## src/rtl/gfys_pkg.sv

```systemverilog
`default_nettype none
// ----------------------------------------------------------------------------
// gfys_pkg
// Shared types and constants of the grouped Fisher-Yates shuffle block.
// ----------------------------------------------------------------------------
package gfys_pkg;

    localparam int MAX_ENTRIES = 1024;
    localparam int IDX_W       = $clog2(MAX_ENTRIES);
    localparam int SIZE_W      = IDX_W + 1;
    localparam int RAND_W      = 32;
    localparam int PROD_W      = RAND_W + SIZE_W;
    localparam int CLR_W       = IDX_W - 1;

    typedef enum logic [1:0] {
        CMD_STEP  = 2'd0,
        CMD_READ  = 2'd1,
        CMD_RESET = 2'd2,
        CMD_NOP   = 2'd3
    } cmd_t;

    typedef enum logic [2:0] {
        ST_CLEAR,
        ST_IDLE,
        ST_CALC,
        ST_MUL,
        ST_ADDR,
        ST_SWAP,
        ST_READ,
        ST_RESULT
    } state_t;

    typedef struct packed {
        logic clear;
        logic calc;
        logic mul;
        logic advance;
    } idx_ctrl_t;

    typedef struct packed {
        logic [IDX_W-1:0] pos;
        logic [IDX_W-1:0] tgt;
        logic             last;
    } idx_stat_t;

endpackage : gfys_pkg
`default_nettype wire

```

## src/rtl/gfys_index_unit.sv

```systemverilog
`default_nettype none
// ----------------------------------------------------------------------------
// gfys_index_unit
// Position and group base registers, local index and scaled random target.
// ----------------------------------------------------------------------------
module gfys_index_unit
    import gfys_pkg::*;
(
    input  wire logic              aclk,
    input  wire logic              aresetn,
    input  wire idx_ctrl_t         ctrl,
    input  wire logic [RAND_W-1:0] rand_word,
    input  wire logic              group_begin,
    input  wire logic [SIZE_W-1:0] size,
    output idx_stat_t              stat
);

    logic [IDX_W-1:0]  pos_reg, pos_next;
    logic [IDX_W-1:0]  base_reg, base_next;
    logic [IDX_W-1:0]  local_reg, local_next;
    logic [IDX_W-1:0]  j_reg, j_next;
    logic [IDX_W-1:0]  pos_eff;
    logic [IDX_W-1:0]  base_eff;
    logic [PROD_W-1:0] prod;
    logic              last;

    always_comb begin
        pos_eff = (SIZE_W'(pos_reg) >= size) ? '0 : pos_reg;
        if (group_begin || pos_eff == '0 || base_reg > pos_eff) begin
            base_eff = pos_eff;
        end else begin
            base_eff = base_reg;
        end
        prod = PROD_W'(rand_word) * PROD_W'(SIZE_W'(local_reg) + SIZE_W'(1));
        last = (SIZE_W'(pos_reg) + SIZE_W'(1)) >= size;
    end

    always_comb begin
        pos_next   = pos_reg;
        base_next  = base_reg;
        local_next = local_reg;
        j_next     = j_reg;
        if (ctrl.clear) begin
            pos_next  = '0;
            base_next = '0;
        end else if (ctrl.calc) begin
            pos_next   = pos_eff;
            base_next  = base_eff;
            local_next = pos_eff - base_eff;
        end else if (ctrl.mul) begin
            j_next = prod[RAND_W+IDX_W-1:RAND_W];
        end else if (ctrl.advance) begin
            pos_next = last ? '0 : pos_reg + IDX_W'(1);
        end
    end

    always_ff @(posedge aclk) begin
        if (!aresetn) begin
            pos_reg  <= '0;
            base_reg <= '0;
        end else begin
            pos_reg  <= pos_next;
            base_reg <= base_next;
        end
    end

    always_ff @(posedge aclk) begin
        local_reg <= local_next;
        j_reg     <= j_next;
    end

    assign stat.pos  = pos_reg;
    assign stat.tgt  = base_reg + j_reg;
    assign stat.last = last;

endmodule : gfys_index_unit
`default_nettype wire

```

## config.mk

```make
export PLATFORM = sky130hd
export DESIGN_NAME = gfys_index_unit
export DESIGN_NICKNAME = d
export VERILOG_FILES = /design/src/rtl/gfys_pkg.sv /design/src/rtl/gfys_index_unit.sv
export SDC_FILE = /design/constraint.sdc
export NUM_CORES = 1
export LEC_CHECK = 0
export ABC_CLOCK_PERIOD_IN_PS = 9400
export BUFFER_PORTS_ARGS = -buffer_cell sky130_fd_sc_hd__buf_2
export CORE_MARGIN = 2
export CORE_UTILIZATION = 44
export DETAILED_ROUTE_END_ITERATION = 6
export PLACE_DENSITY = 0.64
export SETUP_SLACK_MARGIN = 0.1
export SYNTH_ARGS = -nofsm -noshare
export SYNTH_HDL_FRONTEND = slang
export SYNTH_SLANG_ARGS = --single-unit
```

## constraint.sdc

```tcl
create_clock -name aclk -period 9.4 [get_ports aclk]
set_clock_uncertainty 0.05 [all_clocks]
set_input_delay 1.88 -clock aclk [delete_from_list [all_inputs] [get_ports aclk]]
set_output_delay 1.88 -clock aclk [all_outputs]
set_load 0.02 [all_outputs]
```

-- Word level (Yosys, flattened, before mapping)
Index checks and enable logic that the tools add are counted.
- output and inout bits: 21
- register bits after elaboration: 40
- equal/unequal tests: 1
- magnitude comparators: 3
- multiply operators: 1
- reduce and logical (&&, ||, !) cells: 8
- bitwise operators: 3
- add/sub/neg operators: 5
- muxes and demuxes: 6
- operators by type and width (operator ; count):
    10-bit 2-to-1 mux ; 6
    32-bit by 11-bit multiplier with 42-bit output ; 1
    10-bit by 1-bit adder with 11-bit output, second input constant ; 2
    10-bit by 11-bit greater-or-equal comparator with 1-bit output ; 1
    11-bit greater-or-equal comparator ; 1
    10-bit by 1-bit adder with 10-bit output, second input constant ; 1
    10-bit adder ; 1
    10-bit > comparator ; 1
    10-bit logical NOT ; 1
    10-bit subtractor ; 1
    2-bit AND reduction ; 2
    1-bit inverter ; 3
    3-bit AND reduction ; 1
    1-bit logical OR ; 2
    2-bit by 1-bit != test with 1-bit output, second input constant ; 1
    2-bit nonzero test ; 1
    2-bit OR reduction ; 1

-- Longest topological paths before layout
Gate-level depths: netlist of the first run.
- word-level depth: 7
- gate-level depth with buffers: 30
- depth with buffers taken out: 28

-- Worst setup path after synthesis of the first run
No wires, ideal clock.
- path kind: input port to flip-flop
- from: input size[8]
- to: register local_reg[8] (data pin)
- buffers on the path: 2
- required time: 9.092 ns
- setup time: 0.258 ns
- arrival: 6.500 ns
- setup slack: 2.592 ns
- stages on the path: 28
- path through: inv_1 ha_1 a211o_1 or3_4 o21bai_4 and2_2 clkbuf_1 inv_1 ha_1 nor2b_1 o21ai_0 nand2b_1 a221o_1 o21ai_2 nand3_1 buf_2 nand2_1 o21ai_0 ha_1 fa_1 nor2b_1 o21ai_0 a21boi_0 o21ai_0 nand2b_1 a21o_1 a21oi_1 xnor2_1
- word-level cells in the longest chain between the ends: 7
- elaborated cells on any way between the ends: 8
- classes of those cells: 1 x add/sub; 2 x order compare; 2 x mux; 3 x reduce/logical
- RTL lines (item ; RTL line ; RTL):
    from (decl) ; gfys_index_unit.sv:14 ; input wire logic [SIZE_W-1:0] size,
    10-bit by 11-bit greater-or-equal comparator with 1-bit output * ; gfys_index_unit.sv:28 ; pos_eff = (SIZE_W'(pos_reg) >= size) ? '0 : pos_reg;
    10-bit 2-to-1 mux * ; gfys_index_unit.sv:28 ;
    branches (longest 3 deep; another with 10-bit > comparator) ; - ;
    10-bit 2-to-1 mux * ; gfys_index_unit.sv:29 ; if (group_begin || pos_eff == '0 || base_reg > pos_eff) begin
    net base_eff[0] ; gfys_index_unit.sv:23 ; logic [IDX_W-1:0] base_eff;
    10-bit subtractor * ; gfys_index_unit.sv:49 ; local_next = pos_eff - base_eff;
    to (signal assigned) ; gfys_index_unit.sv:68 ; local_reg <= local_next;
    to (decl) ; gfys_index_unit.sv:20 ; logic [IDX_W-1:0] local_reg, local_next;
Mark *: on every way through the listed nets, which the timed path passes.
A chain may end at the register's enable or synchronous reset.

-- Worst setup path after layout of the first run
- from: input size[8]
- to: register local_reg[9] (data pin)
- word-level cells in the longest chain between the ends: 7
- elaborated cells on any way between the ends: 8
- classes of those cells: 1 x add/sub; 2 x order compare; 2 x mux; 3 x reduce/logical
- RTL lines (item ; RTL line):
    10-bit by 11-bit greater-or-equal comparator with 1-bit output * ; gfys_index_unit.sv:28
    10-bit 2-to-1 mux * ; gfys_index_unit.sv:28
    branches (longest 4 deep; another with 10-bit > comparator) ; -
    10-bit subtractor * ; gfys_index_unit.sv:49
Mark *: on every way between the ends.

==> flow_metrics.py, run 1 <==
metrics = {
    "die": {
        "core-area_mm2": 0.0294,
        "initial_core_util_pct": 44.4,
        "num_rows": 63,
        "die_x_um": 176,
        "die-area_mm2": 0.0311,
        "floorplan.die.height_um": 176,
        "io_pins": 71,
    },
    "timing": {
        "hold_viol": 0,
        "finalMaxSlewViolations": 0,
        "setup_viol": 0,
        "maxSlewHeadroom_pct": 19.5,
        "worst_slack_ps": 2040,
        "fin_crit_sh_pct": 78.3,
        "timing.fmax_mhz": 136,
        "worstMarginPinSlew_ps": 1210,
        "finalSetupTns_ps": 0,
        "rsz0062_at_grt": "no",
        "fin_crit_ps": 7360,
    },
    "synthesis": {
        "synthTopCellsByArea": "fa_1 41%, ha_1 12%, nand2_1 7.1%",
        "ys_seq_area_share_pct": 7.66,
        "synth_edf_count": 20,
        "yosysTopAreaCell": "fa_1",
        "synth.distinct_cells": 69,
        "async_flop_share_pct": 0,
        "synth.top_cell.area_share_pct": 41.2,
        "ys.warnings.count": 0,
        "syn_inst": 1447,
        "syn_avg_cell_area_um2": 9.03,
        "synth_nets": 1892,
        "ys_ff_latch": 40,
        "synthFlopType": "edfxtp_1",
        "synthesis.area_mm2": 0.0131,
    },
    "clocking": {
        "cts_setup_buffers": 0,
        "tritoncts": "done",
        "cts_root_buf": "clkbuf_16",
        "clkSinkCount": 40,
        "clk_pin_slew_ps": 60,
        "insertion_delay_ps": 280,
        "cts_buffer_depth": 2,
        "cts_hold_buf": 0,
        "cts_made_buffers": 5,
        "postCtsResizedCells": 0,
        "htree_num_levels": 2,
    },
    "global_routing": {
        "grt_pass1_vias": 10800,
        "antenna_found_initial": 0,
        "grt_first_pass_wirelength_um": 53000,
        "grt_max_degree": 35,
        "grt_usage_pct": 21.2,
        "grt_overflow_total": 0,
    },
    "setup_path": {
        "cp-endpoint": "local_reg[9]",
        "cp_max_fo": 15,
        "worst_setup_path_end_kind": "flop",
        "crit_required_ps": 9370,
        "rrSetupSlack_ps": 2090,
        "timing.rr.start": "local_reg[0]",
        "r2r_cells": 21,
        "startpoint_type": "input pin",
        "critPathLaunch": "size[8]",
        "crit_arrival_ps": 7330,
        "r2r-end": "j_reg[9]",
        "crit_type": "in2reg",
    },
    "route": {
        "drt_pass1_iterations": 4,
        "drc": 0,
        "wl_per_cell_um": 16.5,
        "via_count": 9644,
        "via_per_inst": 5.20,
        "wirelength_um": 30600,
        "drt-initial-drc-count": 372,
        "detail-route-antenna-nets": 0,
    },
    "flow_run": {
        "maxCapViolations": 0,
    },
    "placed_design": {
        "io_buffers": 70,
        "routabilityCongestion": 0.821,
        "dp_hpwl_um": 24700,
        "pre_cts_ws_ps": 1760,
    },
    "min_path": {
        "worstHoldStart": "base_reg[8]",
        "hold_class": "reg2reg",
        "hold_depth": 2,
    },
    "power_and_ir_drop": {
        "worst_ir_drop_vdd_mv": 0.106,
        "p_per_area_mw_per_mm2": 146,
        "leakage_nw": 6.83,
    },
    "run_status": {
        "outcome": "complete, no violations",
    },
    "finish": {
        "multiInputGateArea_mm2": 0.0109,
        "ff_latch_area_mm2": 0.00100,
        "num_antenna_cells": 0,
        "drive_above_1_share_pct": 8.19,
        "syn2layout_area_growth_pct": 6.54,
        "fillers": 2877,
        "layout.nets": 1910,
    },
}
==> how the worst min path moves through the flow <==
stage / slack, ps / to
finish: 470 / base_reg[8]
global route: 500 / base_reg[8]
CTS: 470 / base_reg[8]
detailed placement: 460 / base_reg[8]
global placement: 460 / base_reg[8]
floorplan: 420 / base_reg[2]
==> report_power, final <==
| part | internal [mW] | switching, mW |
|---|---|---|
| sequential | 0.220 | 0.00841 |
| combinational | 0.721 | 0.920 |
| clock | 0.0980 | 0.0632 |
==> layer usage <==
metal	part of all wire, %	global-route usage, %
met5	0	0
met1	43	27.0
met4	1.3	3.68
met3	4.0	1.55
met2	52	40.0
==> cell type report <==
cell class	instances	area share [%]
multi-input combinational	1090	78.4
timing repair buffer	86	3.38
clock buffer	7	0.953
tap	390	3.51
inverter	242	6.53
sequential	40	7.19
clock inverter	1	0.0360
==> kinds of logic (layout without fill, tap and decap cells) <==
family	count (synthesis)	count (layout)	synth area share, %
buffers and inverters	317	336	9.26
xor gates and xnor gates	45	45	3.02
adders and majority gates	395	395	53.3
and+or+nand+nor	498	498	18.5
DFF	40	40	7.66
muxes	7	7	0.536
AOI/OAI and AO/OA	145	145	7.75
==> Yosys cell counts (all sizes together), types with 7 or more instances <==
cell type and number:
mux2i 7, nand4 9, nor2b 13, a21o 22, xor2 17, fa 269, nand2 248, nor2 33
dfxtp 20, clkbuf 68, o21ai 46, ha 126, a211oi 8, inv 242, edfxtp 20, and2 114
a21oi 25, buf 7, nor4 7, xnor2 28, nand3 24, nand2b 31
==> layout by cell type (no fill, tap or decap), drive strengths merged, types with 4 or more instances in the layout <==
cell | synthesis | routed
a211oi | 8 | 8
a21boi | 5 | 5
a21o | 22 | 22
a21oi | 25 | 25
a31oi | 5 | 5
and2 | 114 | 114
and3 | 6 | 6
buf | 7 | 86
clkbuf | 68 | 7
dfxtp | 20 | 20
edfxtp | 20 | 20
fa | 269 | 269
ha | 126 | 126
inv | 242 | 242
mux2i | 7 | 7
nand2 | 248 | 248
nand2b | 31 | 31
nand3 | 24 | 24
nand4 | 9 | 9
nor2 | 33 | 33
nor2b | 13 | 13
nor3 | 4 | 4
nor4 | 7 | 7
o21a | 4 | 4
o21ai | 46 | 46
o21bai | 6 | 6
xnor2 | 28 | 28
xor2 | 17 | 17
==> worst max-delay path, cell delays in order <==
cell and delay, ps:
buf_2 70, inv_1 50, ha_1 310, a211o_1 280, or3_4 380, o21bai_4 370, and2_2 270, inv_1 90
ha_1 290, nor2b_1 140, o21ai_0 150, nand2b_1 80, a221o_1 310, o21ai_2 220, nand3_1 460, nor2_1 320
a21oi_1 70, ha_1 310, nor2b_1 120, o21ai_0 200, a21boi_0 150, o21ai_0 180, nand2b_1 110, a31oi_1 240
o21ai_0 150, xnor2_1 140
==> per-stage QoR <==
stage	total power [mW]	hold slack [ps]	area, um^2	utilization, %	std cells
6_report	2.03	469	13900	47.3	1856
5_1_grt	2.32	498	13900	47.3	1856
4_1_cts	2.06	469	13900	47.3	1856
3_5_place_dp	1.88	461	13800	46.9	1848
3_3_place_gp	1.85	456	13800	46.9	1848
2_1_floorplan	1.49	419	13100	-	1447
Power figures use the tool's default switching activity.
==> run 2, diff against run 1 <==
--- a/config.mk
+++ b/config.mk
@@ -5,12 +5,13 @@
 export SDC_FILE = /design/constraint.sdc
 export NUM_CORES = 1
 export LEC_CHECK = 0
-export ABC_CLOCK_PERIOD_IN_PS = 9400
+export ABC_AREA = 1
+export ABC_CLOCK_PERIOD_IN_PS = 7200
 export BUFFER_PORTS_ARGS = -buffer_cell sky130_fd_sc_hd__buf_2
 export CORE_MARGIN = 2
 export CORE_UTILIZATION = 44
 export DETAILED_ROUTE_END_ITERATION = 6
-export PLACE_DENSITY = 0.64
+export PLACE_DENSITY = 0.63
 export SETUP_SLACK_MARGIN = 0.1
 export SYNTH_ARGS = -nofsm -noshare
 export SYNTH_HDL_FRONTEND = slang
==> constraint.sdc (replaced) <==
create_clock -name aclk -period 7.2 [get_ports aclk]
set_clock_uncertainty 0.05 [all_clocks]
set_input_delay 1.44 -clock aclk [delete_from_list [all_inputs] [get_ports aclk]]
set_output_delay 1.44 -clock aclk [all_outputs]
set_load 0.02 [all_outputs]
==> flow_metrics.py, run 2 <==
metrics = {
    "run_status": {
        "outcome": "complete, no violations",
    },
    "global_routing": {
        "grt_max_degree": 33,
        "grt_usage_pct": 22.9,
        "grt_first_pass_wirelength_um": 61300,
        "antenna_found_initial": 0,
        "grt_overflow_total": 0,
        "grt_pass1_vias": 12100,
    },
    "setup_path": {
        "crit_type": "reg2reg",
        "r2r_cells": 29,
        "cp.depth": 29,
        "crit_top_cell": "inv_1",
        "crit_arrival_ps": 6490,
        "startpoint_type": "flop",
        "slowest_stage": "edfxtp_1",
        "crit_required_ps": 7190,
        "worst_setup_path_end_kind": "flop",
        "cp_max_fo": 21,
        "worst-path-buf-inv": 9,
        "max_stage_delay_ps": 530,
        "critPathTopFamily": "adder cells",
    },
    "finish": {
        "final_common_cell": "nand2_1",
        "mostFrequentLayoutCells": "429 x nand2_1, 385 x inv_1, 269 x fa_1, 218 x nor2_1, 126 x ha_1",
        "syn2layout_area_growth_pct": 6.24,
        "multiInputGateArea_mm2": 0.0113,
        "final_cells": 2285,
        "drive_above_1_share_pct": 6.05,
        "fillers": 3183,
        "num_antenna_cells": 0,
        "layout.nets": 2327,
        "ff_latch_area_mm2": 0.00100,
    },
    "die": {
        "floorplan.die.height_um": 183,
        "io_pins": 71,
        "core-area_mm2": 0.0315,
        "die_x_um": 183,
        "die-area_mm2": 0.0333,
        "initial_core_util_pct": 44.6,
        "num_rows": 65,
    },
    "flow_run": {
        "maxCapViolations": 0,
    },
    "power_and_ir_drop": {
        "worst_ir_drop_vdd_mv": 0.141,
        "p_per_area_mw_per_mm2": 242,
        "p_int_mw": 1.54,
        "power_frac_comb_pct": 84.1,
        "swShare_pct": 57.2,
        "seq_power_share_pct": 8.6,
        "p_switching_mw": 2.06,
        "leakage_nw": 7.76,
        "total_power_mw": 3.60,
        "power_frac_clock_pct": 7.3,
    },
    "timing": {
        "setup_viol": 0,
        "hold_viol": 0,
        "worstMarginPinSlew_ps": 1070,
        "timing.fmax_mhz": 154,
        "maxSlewHeadroom_pct": 28.6,
        "finalSetupTns_ps": 0,
        "fin_crit_ps": 6510,
        "finalMaxSlewViolations": 0,
        "fin_crit_sh_pct": 90.3,
        "rsz0062_at_grt": "no",
    },
    "route": {
        "topRoutingLayerUsed": "met4",
        "wirelength_um": 36900,
        "met1Wirelength_um": 16900,
        "met2_length_um": 17500,
        "detail-route-antenna-nets": 0,
        "drt-initial-drc-count": 758,
        "drc": 0,
        "drt_pass1_iterations": 7,
        "via_count": 11800,
        "wl_met3_um": 1940,
        "via_per_inst": 5.18,
        "wl_per_cell_um": 16.1,
    },
    "clocking": {
        "postCtsResizedCells": 0,
        "tritoncts": "done",
        "cts_setup_buffers": 0,
        "cts_buffer_depth": 2,
        "cts_root_buf": "clkbuf_16",
        "cts_made_buffers": 5,
        "clkSinkCount": 40,
        "clk_pin_slew_ps": 70,
        "htree_num_levels": 2,
        "cts_hold_buf": 0,
        "insertion_delay_ps": 290,
    },
    "synthesis": {
        "syn_avg_cell_area_um2": 7.56,
        "ys.warnings.count": 0,
        "yosysMostFrequentCell": "nand2_1",
        "ys_seq_area_share_pct": 7.14,
        "synthTopCellsByArea": "fa_1 38%, nand2_1 11%, ha_1 11%",
        "async_flop_share_pct": 0,
        "synthesis.area_mm2": 0.0140,
        "ys_ff_latch": 40,
        "synth.top_cells.by_count": "429 x nand2_1, 385 x inv_1, 269 x fa_1",
        "synth_edf_count": 20,
        "syn_inst": 1854,
        "synth.top_cell.area_share_pct": 38.4,
        "synth.distinct_cells": 45,
        "yosysTopAreaCell": "fa_1",
        "synth_nets": 2299,
        "synthFlopType": "edfxtp_1",
    },
    "placed_design": {
        "routabilityCongestion": 0.924,
        "dp_hpwl_um": 31000,
        "place_inst": 2277,
        "io_buffers": 70,
    },
    "min_path": {
        "hold_class": "reg2reg",
        "hold_depth": 2,
    },
}
run 2: cell types whose count changed in the layout (fill, tap and decap cells not counted), sizes merged, moves of 22 or more:
cell,change
nor2,+188
nand2,+185
inv,+145
and2,-107
a21oi,+64
nand3,+37
nand2b,-31
xnor2,-22
run 2: routing by layer:
layer  vias to the layer above  GRT usage [%]
li1                       5649              -
met1                      5842           32.6
met2                       314           38.4
met3                        36           2.37
met4                         0           4.32
met5                         -              0
run 2: final cells by class:
cell class	count	area share, %
flip-flops and latches	40	6.72
clock buffers	7	1.10
clock inverters	1	0.0588
repair buffers	86	3.16
well taps	402	3.38
inverters	389	9.80
multi-input cells	1360	75.8
run 2: power groups by stage:
stage	registers [mW]	clock network, mW	logic (mW)
final	0.309	0.262	3.03
after global routing	0.310	0.274	3.49
after CTS	0.311	0.265	3.04
after detailed placement	0.315	0	3.02
after global placement	0.316	0	3.02
after floorplan	0.301	0	2.26
run 2: worst paths after layout:
check	slack, ps	to	start
max reg2reg	690	j_reg[8]	local_reg[0]
max	690	j_reg[8]	local_reg[0]
min	540	pos_reg[6]	pos_reg[6]
min reg2reg	540	pos_reg[6]	pos_reg[6]
run 2: tightest hold or removal path: stages, from the launching register on:
cell	delay (ps)
dfxtp_1	370
nand3_1	100
a21oi_1	70
run 2: cell families (layout without fill, tap and decap cells):
group	Yosys count	count (layout)	synth area share, %
buffers and inverters	454	483	12.4
DFF	40	40	7.14
adders and majority gates	395	395	49.6
AOI/OAI and AO/OA	163	163	6.31
xor gates and xnor gates	34	34	2.18
and+or+nand+nor	768	768	22.3
run 2: stage by stage:
step | worst slack [ps] | cell area (um^2) | utilization, % | hold WS (ps)
floorplan | 1210 | 14000 | - | 497
global placement | 681 | 14700 | 46.8 | 516
detailed placement | 579 | 14700 | 46.8 | 529
CTS | 525 | 14900 | 47.3 | 542
global route | 199 | 14900 | 47.3 | 578
finish | 695 | 14900 | 47.3 | 538
